--- config.mk ---
export PLATFORM = sky130hd
export DESIGN_NAME = range_scan_touch_point_mapper
export DESIGN_NICKNAME = d
export VERILOG_FILES = /design/src/design/rstpm_pkg.sv /design/src/design/range_scan_touch_point_mapper.sv
export SDC_FILE = /design/constraint.sdc
export NUM_CORES = 2
export LEC_CHECK = 0
export ABC_AREA = 0
export CORE_ASPECT_RATIO = 0.7
export CORE_MARGIN = 5
export CORE_UTILIZATION = 38
export CTS_CLUSTER_DIAMETER = 120
export CTS_CLUSTER_SIZE = 8
export DETAILED_ROUTE_END_ITERATION = 10
export DONT_BUFFER_PORTS = 1
export GPL_TIMING_DRIVEN = 0
export SETUP_SLACK_MARGIN = 0.3
export SKIP_CTS_REPAIR_TIMING = 1
export SLEW_MARGIN = 10
export SYNTH_ARGS = -nofsm -noshare
export SYNTH_HDL_FRONTEND = slang
export SYNTH_SLANG_ARGS = --single-unit
--- constraint.sdc ---
create_clock -name clk -period 18.7 [get_ports clk]
set_clock_uncertainty 0.15 [all_clocks]
set_input_delay 5.61 -clock clk [delete_from_list [all_inputs] [get_ports clk]]
set_output_delay 5.61 -clock clk [all_outputs]
set_load 0.02 [all_outputs]
--- src/design/rstpm_pkg.sv ---
// ----------------------------------------------------------------------------
// rstpm_pkg
// Shared types, constants and the elaboration-time trig series for the
// range-scan touch-point mapper.
// ----------------------------------------------------------------------------
package rstpm_pkg;

  // default build constants
  localparam int STEPS_PER_TURN_DEF = 1024;
  localparam int CELL_SIZE_DEF      = 10;

  // field widths
  localparam int IDX_W   = 9;
  localparam int RANGE_W = 16;
  localparam int MAG_W   = 16;   // unsigned Q1.15 magnitude, 32768 = 1.0
  localparam int V_W     = 11;   // |x|, |y| after the range filter (< 1319)
  localparam int CELL_W  = 7;
  localparam int TILE_W  = 2;
  localparam int CFG_IDX_W  = 1;
  localparam int CFG_DATA_W = 16;
  localparam int IN_DATA_W  = 32;
  localparam int OUT_DATA_W = 16;

  // register indexes
  localparam logic [CFG_IDX_W-1:0] REG_SCREEN_SHAPE = 1'd0;
  localparam logic [CFG_IDX_W-1:0] REG_NEAR_LIMIT   = 1'd1;

  // screen shape codes
  localparam logic [1:0] SHAPE_SQUARE = 2'd0;
  localparam logic [1:0] SHAPE_VERT   = 2'd1;
  localparam logic [1:0] SHAPE_HORIZ  = 2'd2;

  // screen geometry
  localparam logic [V_W-1:0]     SIZE_SQUARE = 11'd640;
  localparam logic [V_W-1:0]     SIZE_LONG   = 11'd1280;
  localparam logic [V_W-1:0]     SIZE_SHORT  = 11'd320;
  localparam logic [RANGE_W-1:0] DIAG_SQUARE = 16'd905;
  localparam logic [RANGE_W-1:0] DIAG_RECT   = 16'd1319;
  localparam logic [RANGE_W-1:0] NEAR_LIMIT_RESET = 16'd20;

  // tile thresholds
  localparam logic [CELL_W-1:0] TILE_T1 = 7'd32;
  localparam logic [CELL_W-1:0] TILE_T2 = 7'd64;
  localparam logic [CELL_W-1:0] TILE_T3 = 7'd96;
  localparam logic [CELL_W-1:0] CELL_MAX = 7'd127;

  localparam logic [TILE_W-1:0] TILE_0 = 2'd0;
  localparam logic [TILE_W-1:0] TILE_1 = 2'd1;
  localparam logic [TILE_W-1:0] TILE_2 = 2'd2;
  localparam logic [TILE_W-1:0] TILE_3 = 2'd3;

  // pi/2 and 1.0 in Q2.30
  localparam logic [63:0] HP_Q30  = 64'd1686629713;
  localparam logic [63:0] ONE_Q30 = 64'd1073741824;

  typedef struct packed {
    logic [MAG_W-1:0] s;
    logic [MAG_W-1:0] c;
  } trig_t;

  // clamp to [0, 1.0] and round half up to Q1.15
  function automatic logic [MAG_W-1:0] to_q15(input logic signed [63:0] v);
    logic signed [63:0] t;
    t = v;
    if (t < 0) t = 0;
    if (t > signed'(ONE_Q30)) t = signed'(ONE_Q30);
    return MAG_W'((64'(t) + 64'd16384) >> 15);
  endfunction

  // taylor series for sin/cos within one quadrant, used for table build only
  function automatic trig_t quad_trig(input logic [63:0] phi);
    logic [63:0]        x2;
    logic [63:0]        ts;
    logic [63:0]        tc;
    logic signed [63:0] ss;
    logic signed [63:0] cs;
    trig_t              res;
    x2 = (phi * phi) >> 30;
    ts = phi;
    tc = ONE_Q30;
    ss = signed'(phi);
    cs = signed'(ONE_Q30);
    for (int k = 1; k <= 7; k++) begin
      ts = ((ts * x2) >> 30) / 64'((2 * k) * (2 * k + 1));
      tc = ((tc * x2) >> 30) / 64'((2 * k - 1) * (2 * k));
      if ((k & 1) != 0) begin
        ss = ss - signed'(ts);
        cs = cs - signed'(tc);
      end else begin
        ss = ss + signed'(ts);
        cs = cs + signed'(tc);
      end
    end
    res.s = to_q15(ss);
    res.c = to_q15(cs);
    return res;
  endfunction

endpackage

--- src/design/range_scan_touch_point_mapper.sv ---
// path: a word accepted into the input register passes stages 1, 2 and 3, then the output register
// throughput: one word per cycle unless the master side holds off; five register stages each advance on their own,
// so bubbles close up while the output register waits
// stages split the cos/sin lookup, the 16x16 multiplies and the reciprocal divide
// reset (rst, synchronous): pipeline empty, screen_shape square, near limit 20 mm,
// last cell (0,0)
// ----------------------------------------------------------------------------
// range_scan_touch_point_mapper
// Maps scanner range samples to screen cells, drops out-of-screen and repeated
// cells, and tags each cell with its display tile.
// ----------------------------------------------------------------------------
module range_scan_touch_point_mapper #(
  parameter int STEPS_PER_TURN = rstpm_pkg::STEPS_PER_TURN_DEF,
  parameter int CELL_SIZE      = rstpm_pkg::CELL_SIZE_DEF
) (
  input  logic                               clk,
  input  logic                               rst,
  input  logic                               s_axis_tvalid,
  output logic                               s_axis_tready,
  // step_index [8:0], range_mm [24:9], zero fill
  input  logic [rstpm_pkg::IN_DATA_W-1:0]    s_axis_tdata,
  output logic                               m_axis_tvalid,
  input  logic                               m_axis_tready,
  // cell_x [6:0], cell_y [13:7], tile [15:14]
  output logic [rstpm_pkg::OUT_DATA_W-1:0]   m_axis_tdata,
  input  logic                               cfg_valid,
  output logic                               cfg_ready,
  input  logic [rstpm_pkg::CFG_IDX_W-1:0]    cfg_index,
  input  logic [rstpm_pkg::CFG_DATA_W-1:0]   cfg_data
);
  import rstpm_pkg::*;

  localparam int G_SH      = (STEPS_PER_TURN % 4 == 0) ? 2 :
                             ((STEPS_PER_TURN % 2 == 0) ? 1 : 0);
  localparam int TBL_DEPTH = STEPS_PER_TURN / (1 << G_SH);
  localparam int TI_W      = $clog2(TBL_DEPTH);
  localparam int M_W       = $clog2(STEPS_PER_TURN);
  localparam int QW        = M_W + 3;
  localparam int DIV_K     = 17;
  localparam int RECIP_W   = DIV_K + 1;
  localparam logic [RECIP_W-1:0] RECIP = RECIP_W'((1 << DIV_K) / CELL_SIZE);
  localparam logic [V_W-1:0]     CELL_V  = V_W'(CELL_SIZE);
  localparam logic [QW-1:0]      STEPS_1 = QW'(STEPS_PER_TURN);
  localparam logic [QW-1:0]      STEPS_2 = QW'(2 * STEPS_PER_TURN);
  localparam logic [QW-1:0]      STEPS_3 = QW'(3 * STEPS_PER_TURN);

  // quadrant cos/sin table, one entry per reachable in-quadrant step
  logic [MAG_W-1:0] sin_tbl [TBL_DEPTH];
  logic [MAG_W-1:0] cos_tbl [TBL_DEPTH];

  for (genvar i = 0; i < TBL_DEPTH; i++) begin : g_tbl
    localparam logic [63:0] PHI = (64'(i * (1 << G_SH)) * HP_Q30) / 64'(STEPS_PER_TURN);
    localparam trig_t       TRIG = quad_trig(PHI);
    assign sin_tbl[i] = TRIG.s;
    assign cos_tbl[i] = TRIG.c;
  end

  // configuration
  logic [1:0]         screen_shape;
  logic [RANGE_W-1:0] near_limit_mm;

  assign cfg_ready = 1'b1;

  always_ff @(posedge clk) begin
    if (rst) begin
      screen_shape  <= SHAPE_SQUARE;
      near_limit_mm <= NEAR_LIMIT_RESET;
    end else if (cfg_valid) begin
      unique case (cfg_index)
        REG_SCREEN_SHAPE: screen_shape  <= cfg_data[1:0];
        REG_NEAR_LIMIT:   near_limit_mm <= cfg_data;
        default: ;
      endcase
    end
  end

  // screen geometry for the current shape, code 3 acts as square
  logic [V_W-1:0]     max_x;
  logic [V_W-1:0]     max_y;
  logic [RANGE_W-1:0] max_d;

  always_comb begin
    case (screen_shape)
      SHAPE_VERT: begin
        max_x = SIZE_LONG;
        max_y = SIZE_SHORT;
        max_d = DIAG_RECT;
      end
      SHAPE_HORIZ: begin
        max_x = SIZE_SHORT;
        max_y = SIZE_LONG;
        max_d = DIAG_RECT;
      end
      default: begin
        max_x = SIZE_SQUARE;
        max_y = SIZE_SQUARE;
        max_d = DIAG_SQUARE;
      end
    endcase
  end

  // pipeline advance, each stage moves when it is empty or its successor moves
  logic v0, v1, v2, v3;
  logic en0, en1, en2, en3, en_out;

  assign en_out        = !m_axis_tvalid || m_axis_tready;
  assign en3           = !v3 || en_out;
  assign en2           = !v2 || en3;
  assign en1           = !v1 || en2;
  assign en0           = !v0 || en1;
  assign s_axis_tready = en0;

  // stage 0: input register
  logic [IDX_W-1:0]   idx0;
  logic [RANGE_W-1:0] rng0;

  always_ff @(posedge clk) begin
    if (rst) begin
      v0 <= 1'b0;
    end else if (en0) begin
      v0 <= s_axis_tvalid;
    end
    if (en0 && s_axis_tvalid) begin
      idx0 <= s_axis_tdata[IDX_W-1:0];
      rng0 <= s_axis_tdata[IDX_W+RANGE_W-1:IDX_W];
    end
  end

  // angle reduction, quadrant split and table lookup
  logic [QW-1:0]    idx_ext;
  logic [QW-1:0]    r_mod;
  logic [QW-1:0]    r4;
  logic [1:0]       quad;
  logic [QW-1:0]    quad_off;
  logic [M_W-1:0]   m_val;
  logic [TI_W-1:0]  tbl_idx;
  logic [MAG_W-1:0] s_val;
  logic [MAG_W-1:0] c_val;
  logic [MAG_W-1:0] mag_x;
  logic [MAG_W-1:0] mag_y;
  logic             neg_x;
  logic             neg_y;
  logic             range_ok;

  always_comb begin
    idx_ext = QW'(idx0);
    // index is below twice a turn, one subtract wraps it
    r_mod   = (idx_ext >= STEPS_1) ? idx_ext - STEPS_1 : idx_ext;
    r4      = r_mod << 2;
    if (r4 >= STEPS_3) begin
      quad     = 2'd3;
      quad_off = STEPS_3;
    end else if (r4 >= STEPS_2) begin
      quad     = 2'd2;
      quad_off = STEPS_2;
    end else if (r4 >= STEPS_1) begin
      quad     = 2'd1;
      quad_off = STEPS_1;
    end else begin
      quad     = 2'd0;
      quad_off = '0;
    end
    m_val   = M_W'(r4 - quad_off);
    tbl_idx = TI_W'(m_val >> G_SH);
    s_val   = sin_tbl[tbl_idx];
    c_val   = cos_tbl[tbl_idx];
    case (quad)
      2'd0: begin
        mag_x = c_val; neg_x = 1'b0;
        mag_y = s_val; neg_y = 1'b0;
      end
      2'd1: begin
        mag_x = s_val; neg_x = 1'b1;
        mag_y = c_val; neg_y = 1'b0;
      end
      2'd2: begin
        mag_x = c_val; neg_x = 1'b1;
        mag_y = s_val; neg_y = 1'b1;
      end
      default: begin
        mag_x = s_val; neg_x = 1'b0;
        mag_y = c_val; neg_y = 1'b1;
      end
    endcase
    range_ok = (rng0 > near_limit_mm) && (rng0 < max_d);
  end

  // stage 1: magnitudes and signs
  logic [RANGE_W-1:0] rng1;
  logic [MAG_W-1:0]   magx1;
  logic [MAG_W-1:0]   magy1;
  logic               negx1;
  logic               negy1;

  always_ff @(posedge clk) begin
    if (rst) begin
      v1 <= 1'b0;
    end else if (en1) begin
      v1 <= v0 && range_ok;
    end
    if (en1) begin
      rng1  <= rng0;
      magx1 <= mag_x;
      magy1 <= mag_y;
      negx1 <= neg_x;
      negy1 <= neg_y;
    end
  end

  // stage 2: scaled coordinates, range below 1319 keeps them in 11 bits
  logic [RANGE_W+MAG_W-1:0] prod_x;
  logic [RANGE_W+MAG_W-1:0] prod_y;
  logic [V_W-1:0]           px2;
  logic [V_W-1:0]           py2;
  logic                     negx2;
  logic                     negy2;

  assign prod_x = rng1 * magx1;
  assign prod_y = rng1 * magy1;

  always_ff @(posedge clk) begin
    if (rst) begin
      v2 <= 1'b0;
    end else if (en2) begin
      v2 <= v1;
    end
    if (en2) begin
      px2   <= V_W'(prod_x >> 15);
      py2   <= V_W'(prod_y >> 15);
      negx2 <= negx1;
      negy2 <= negy1;
    end
  end

  // screen bound and quotient estimate by reciprocal
  logic                   off_screen;
  logic [V_W+RECIP_W-1:0] qprod_x;
  logic [V_W+RECIP_W-1:0] qprod_y;

  assign off_screen = (!negx2 && (px2 >= max_x)) || (!negy2 && (py2 >= max_y));
  assign qprod_x    = px2 * RECIP;
  assign qprod_y    = py2 * RECIP;

  // stage 3
  logic [V_W-1:0] px3;
  logic [V_W-1:0] py3;
  logic [V_W-1:0] qx3;
  logic [V_W-1:0] qy3;
  logic           negx3;
  logic           negy3;

  always_ff @(posedge clk) begin
    if (rst) begin
      v3 <= 1'b0;
    end else if (en3) begin
      v3 <= v2 && !off_screen;
    end
    if (en3) begin
      px3   <= px2;
      py3   <= py2;
      qx3   <= V_W'(qprod_x >> DIV_K);
      qy3   <= V_W'(qprod_y >> DIV_K);
      negx3 <= negx2;
      negy3 <= negy2;
    end
  end

  // quotient correction, sign check, saturation, repeat filter and tile
  logic [CELL_W-1:0] last_cell_x;
  logic [CELL_W-1:0] last_cell_y;
  logic [V_W-1:0]    rem_x;
  logic [V_W-1:0]    rem_y;
  logic [V_W-1:0]    qx;
  logic [V_W-1:0]    qy;
  logic [CELL_W-1:0] cx;
  logic [CELL_W-1:0] cy;
  logic              neg_cell;
  logic              emit;
  logic [TILE_W-1:0] tile_sel;
  logic [CELL_W-1:0] route_v;

  always_comb begin
    rem_x    = px3 - V_W'(qx3 * CELL_V);
    rem_y    = py3 - V_W'(qy3 * CELL_V);
    qx       = (rem_x >= CELL_V) ? V_W'(qx3 + 1'b1) : qx3;
    qy       = (rem_y >= CELL_V) ? V_W'(qy3 + 1'b1) : qy3;
    // a negative coordinate below one cell truncates to cell zero and survives
    neg_cell = (negx3 && (qx != '0)) || (negy3 && (qy != '0));
    cx       = (qx > V_W'(CELL_MAX)) ? CELL_MAX : CELL_W'(qx);
    cy       = (qy > V_W'(CELL_MAX)) ? CELL_MAX : CELL_W'(qy);
    emit     = v3 && !neg_cell && ((cx != last_cell_x) || (cy != last_cell_y));

    route_v = (screen_shape == SHAPE_VERT) ? cy : cx;
    case (screen_shape)
      SHAPE_VERT, SHAPE_HORIZ: begin
        if (route_v < TILE_T1)      tile_sel = TILE_0;
        else if (route_v < TILE_T2) tile_sel = TILE_1;
        else if (route_v < TILE_T3) tile_sel = TILE_2;
        else                        tile_sel = TILE_3;
      end
      default: begin
        if (cy < TILE_T1) tile_sel = (cx < TILE_T1) ? TILE_0 : TILE_1;
        else              tile_sel = (cx < TILE_T1) ? TILE_2 : TILE_3;
      end
    endcase
  end

  // output register
  logic [CELL_W-1:0] out_cx;
  logic [CELL_W-1:0] out_cy;
  logic [TILE_W-1:0] out_tile;

  always_ff @(posedge clk) begin
    if (rst) begin
      m_axis_tvalid <= 1'b0;
      last_cell_x   <= '0;
      last_cell_y   <= '0;
    end else if (en_out) begin
      m_axis_tvalid <= emit;
      if (emit) begin
        last_cell_x <= cx;
        last_cell_y <= cy;
      end
    end
    if (en_out && emit) begin
      out_cx   <= cx;
      out_cy   <= cy;
      out_tile <= tile_sel;
    end
  end

  assign m_axis_tdata = {out_tile, out_cy, out_cx};

`ifndef ASSERT_OFF
  // the word on offer is always the last cell recorded for repeat filtering
  a_last_matches_out: assert property (@(posedge clk) disable iff (rst)
    m_axis_tvalid |-> (last_cell_x == out_cx) && (last_cell_y == out_cy))
    else $error("repeat filter state differs from offered cell");

  // every shape routes the low corner cell to tile zero
  a_corner_tile: assert property (@(posedge clk) disable iff (rst)
    (m_axis_tvalid && (out_cx < TILE_T1) && (out_cy < TILE_T1)) |-> (out_tile == TILE_0))
    else $error("corner cell not routed to tile zero");

  // samples past the range filter are inside the longest diagonal
  a_range_bound: assert property (@(posedge clk) disable iff (rst)
    v1 |-> (rng1 < DIAG_RECT))
    else $error("range filter let a far sample through");

  // non-negative coordinates past the screen check fit the long side
  a_screen_bound: assert property (@(posedge clk) disable iff (rst)
    (v3 && !negx3) |-> (px3 < SIZE_LONG))
    else $error("screen check let an x coordinate through");
`endif

endmodule

==> flow_summary_export.csv <==
group,metric,value,unit
clock_network,path_clk_slew,80,ps
timing,slew_violations,51,
synth,synth.area.top_cells,"fa_1 (25%), ha_1 (14%), edfxtp_1 (13%)",
global_route,grt_max_degree,51,
detailed_routing,ant_nets,0,
finish,layout-area-overhead-vs-synth,7.11,%
detailed_routing,vias_per_cell,6.34,
finish,drive_gt1_share,3.41,%
global_route,grt_antenna_before_repair,22,
synth,seq_area_frac_synth,15.5,%
floorplanning,core_area,0.0882,mm2
critical_path,worstSetupEndpointType,"output pin",
clock_network,cts_tree,"done",
timing,grt_setup_unrepaired,"false",
synth,synth_seq_cells,187,
detailed_routing,wire_per_inst,37.8,um
synth,synth_warnings,0,
clock_network,cts_made_buffers,17,
run,cap_viol_max_count,5,
placed_design,port_buffers,0,
synth,synthTopCellsByCount,"inv_1 (571), nand2_1 (529), fa_1 (416)",
timing,period_share,65.9,%
timing,relSlewSlack,-5.47,%
status,status,"complete, but fails checks",
synth,synth_area,0.0338,mm2
placed_design,gp_congestion,1.13,
synth,synthArstFlopShare,0,%
global_route,grt_use_total,40.9,%
detailed_routing,drt_pass1_iterations,6,
hold_path,hold_class,"flop to flop",
floorplanning,placementRows,91,
detailed_routing,drcViolationCount,0,
critical_path,cp-start-kind,"input pin",
detailed_routing,routed_wl,197000,um
synth,yosysMostFrequentCell,"inv_1",
synth,netlist.area_leader.share,24.6,%
finish,final_cells,5218,
synth,yosys.area.top_type,"fa_1",
critical_path,worst-endpoint-arrival,6570,ps
clock_network,root_buffer,"clkbuf_16",
floorplanning,design.die.area,0.0952,mm2
clock_network,clk_path_buf_depth,2,
synth,synth_area_per_cell,8.47,um2
finish,num-nets-final,4870,
detailed_routing,drt_iter0_markers,4833,
clock_network,cts.htree.levels,4,
placed_design,hpwl,157000,um
floorplanning,start_util,38.4,%
detailed_routing,num_vias,33100,
critical_path,worstPathRequired,12940,ps
timing,fin_tns_setup,0,ps
timing,tightest_slew,1580,ps
global_route,grt_pass1_vias,31600,
global_route,grt_overflow_total,0,
critical_path,crit_type,"input pin to output pin",
placed_design,dp_cells,5172,
synth,synthCells,3996,
finish,num-fill-cells,8964,
synth,syn-num-nets,4837,
floorplanning,die_w,367,um
synth,synthFlopType,"edfxtp_1",
timing,finalHoldViolCount,0,
timing,setup_violations,0,
floorplanning,io_pins,73,
floorplanning,die_h,260,um
clock_network,clock_sinks,187,
clock_network,clock_latency,520,ps
status,violations,"max-capacitance violations, max-slew violations",
synth,synth_enable_flop_cells,150,
timing,period_needed,12330,ps
critical_path,cp_max_fo,5,
synth,ys_types,94,
timing,fmax,81.1,MHz
global_route,grt_pass1_wl,268000,um
==> layout by cell type, fill, tap and decap left out, types with 41 or more instances in the layout <==
cell,count
a211oi_1,44
a21oi_1,239
a31oi_1,47
and2_1,208
clkbuf_1,207
edfxtp_1,150
fa_1,416
ha_1,371
inv_1,571
nand2_1,527
nand2b_1,41
nand3_1,48
nor2_1,214
nor3_1,46
o21ai_0,210
xnor2_1,66
==> worst max-delay path, stage by stage <==
cell and delay [ps]:
nor2b_1 180, and3_1 440, nand3_1 330
==> final timing paths <==
| path | start | end | slack (ps) | depth (start not counted) |
|---|---|---|---|---|
| worst max-delay path | m_axis_tready | s_axis_tready | 6370 | 3 |
| worst min-delay path | near_limit_mm[11] | near_limit_mm[11] | 310 | 2 |
| worst max register to register | rng1[11] | py2[10] | 9560 | 24 |
| worst min register to register | near_limit_mm[11] | near_limit_mm[11] | 310 | 2 |
==> layer usage <==
metal	share of wire, %	track usage (%)
met5	0.38	3.44
met4	3.2	10.9
met3	16	22.3
met2	36	51.4
met1	45	59.0
==> through the flow <==
stage | hold WS [ps] | util [%] | area (um2) | setup slack, ps
5_1_grt | 327 | 41.0 | 36200 | 6330
3_5_place_dp | 299 | 40.3 | 35600 | 6370
6_report | 311 | 41.1 | 36300 | 6370
4_1_cts | 311 | 41.0 | 36200 | 6370
2_1_floorplan | 250 | - | 33800 | 6770
3_3_place_gp | 297 | 40.0 | 35300 | 6520
==> cell type report <==
cell class	instances	area (um2)	share of cell area (%)
multi-input combinational	2979	25500	70.5
inverter	577	2170	5.97
timing repair buffer	14	221	0.611
clock buffer	19	454	1.25
buffer	253	985	2.72
sequential	187	5250	14.5
antenna	14	35.0	0.0966
clock inverter	13	143	0.393
tap	1162	1450	4.01
==> logic make-up after synthesis <==
logic type | synth area share [%]
AND/OR/NAND/NOR | 16.8
buffers and inverters | 9.25
AO/OA/AOI/OAI | 15.3
other | 0.0111
flip-flops | 15.5
multiplexers | 2.31
adder cells (fa/ha/maj) | 38.4
XOR/XNOR | 2.53
==> state kept, by name, indices dropped and copies added, names as in the netlist, 8 cells and up <==
register,cells
idx0,9
magx1,16
magy1,16
near_limit_mm,16
px2,11
px3,10
py2,11
py3,10
qx3,8
qy3,8
rng0,16
rng1,16
Power is left out: the tool's default activity adds up to more than one toggle a clock period on the data nets, which glitch-free logic cannot reach.
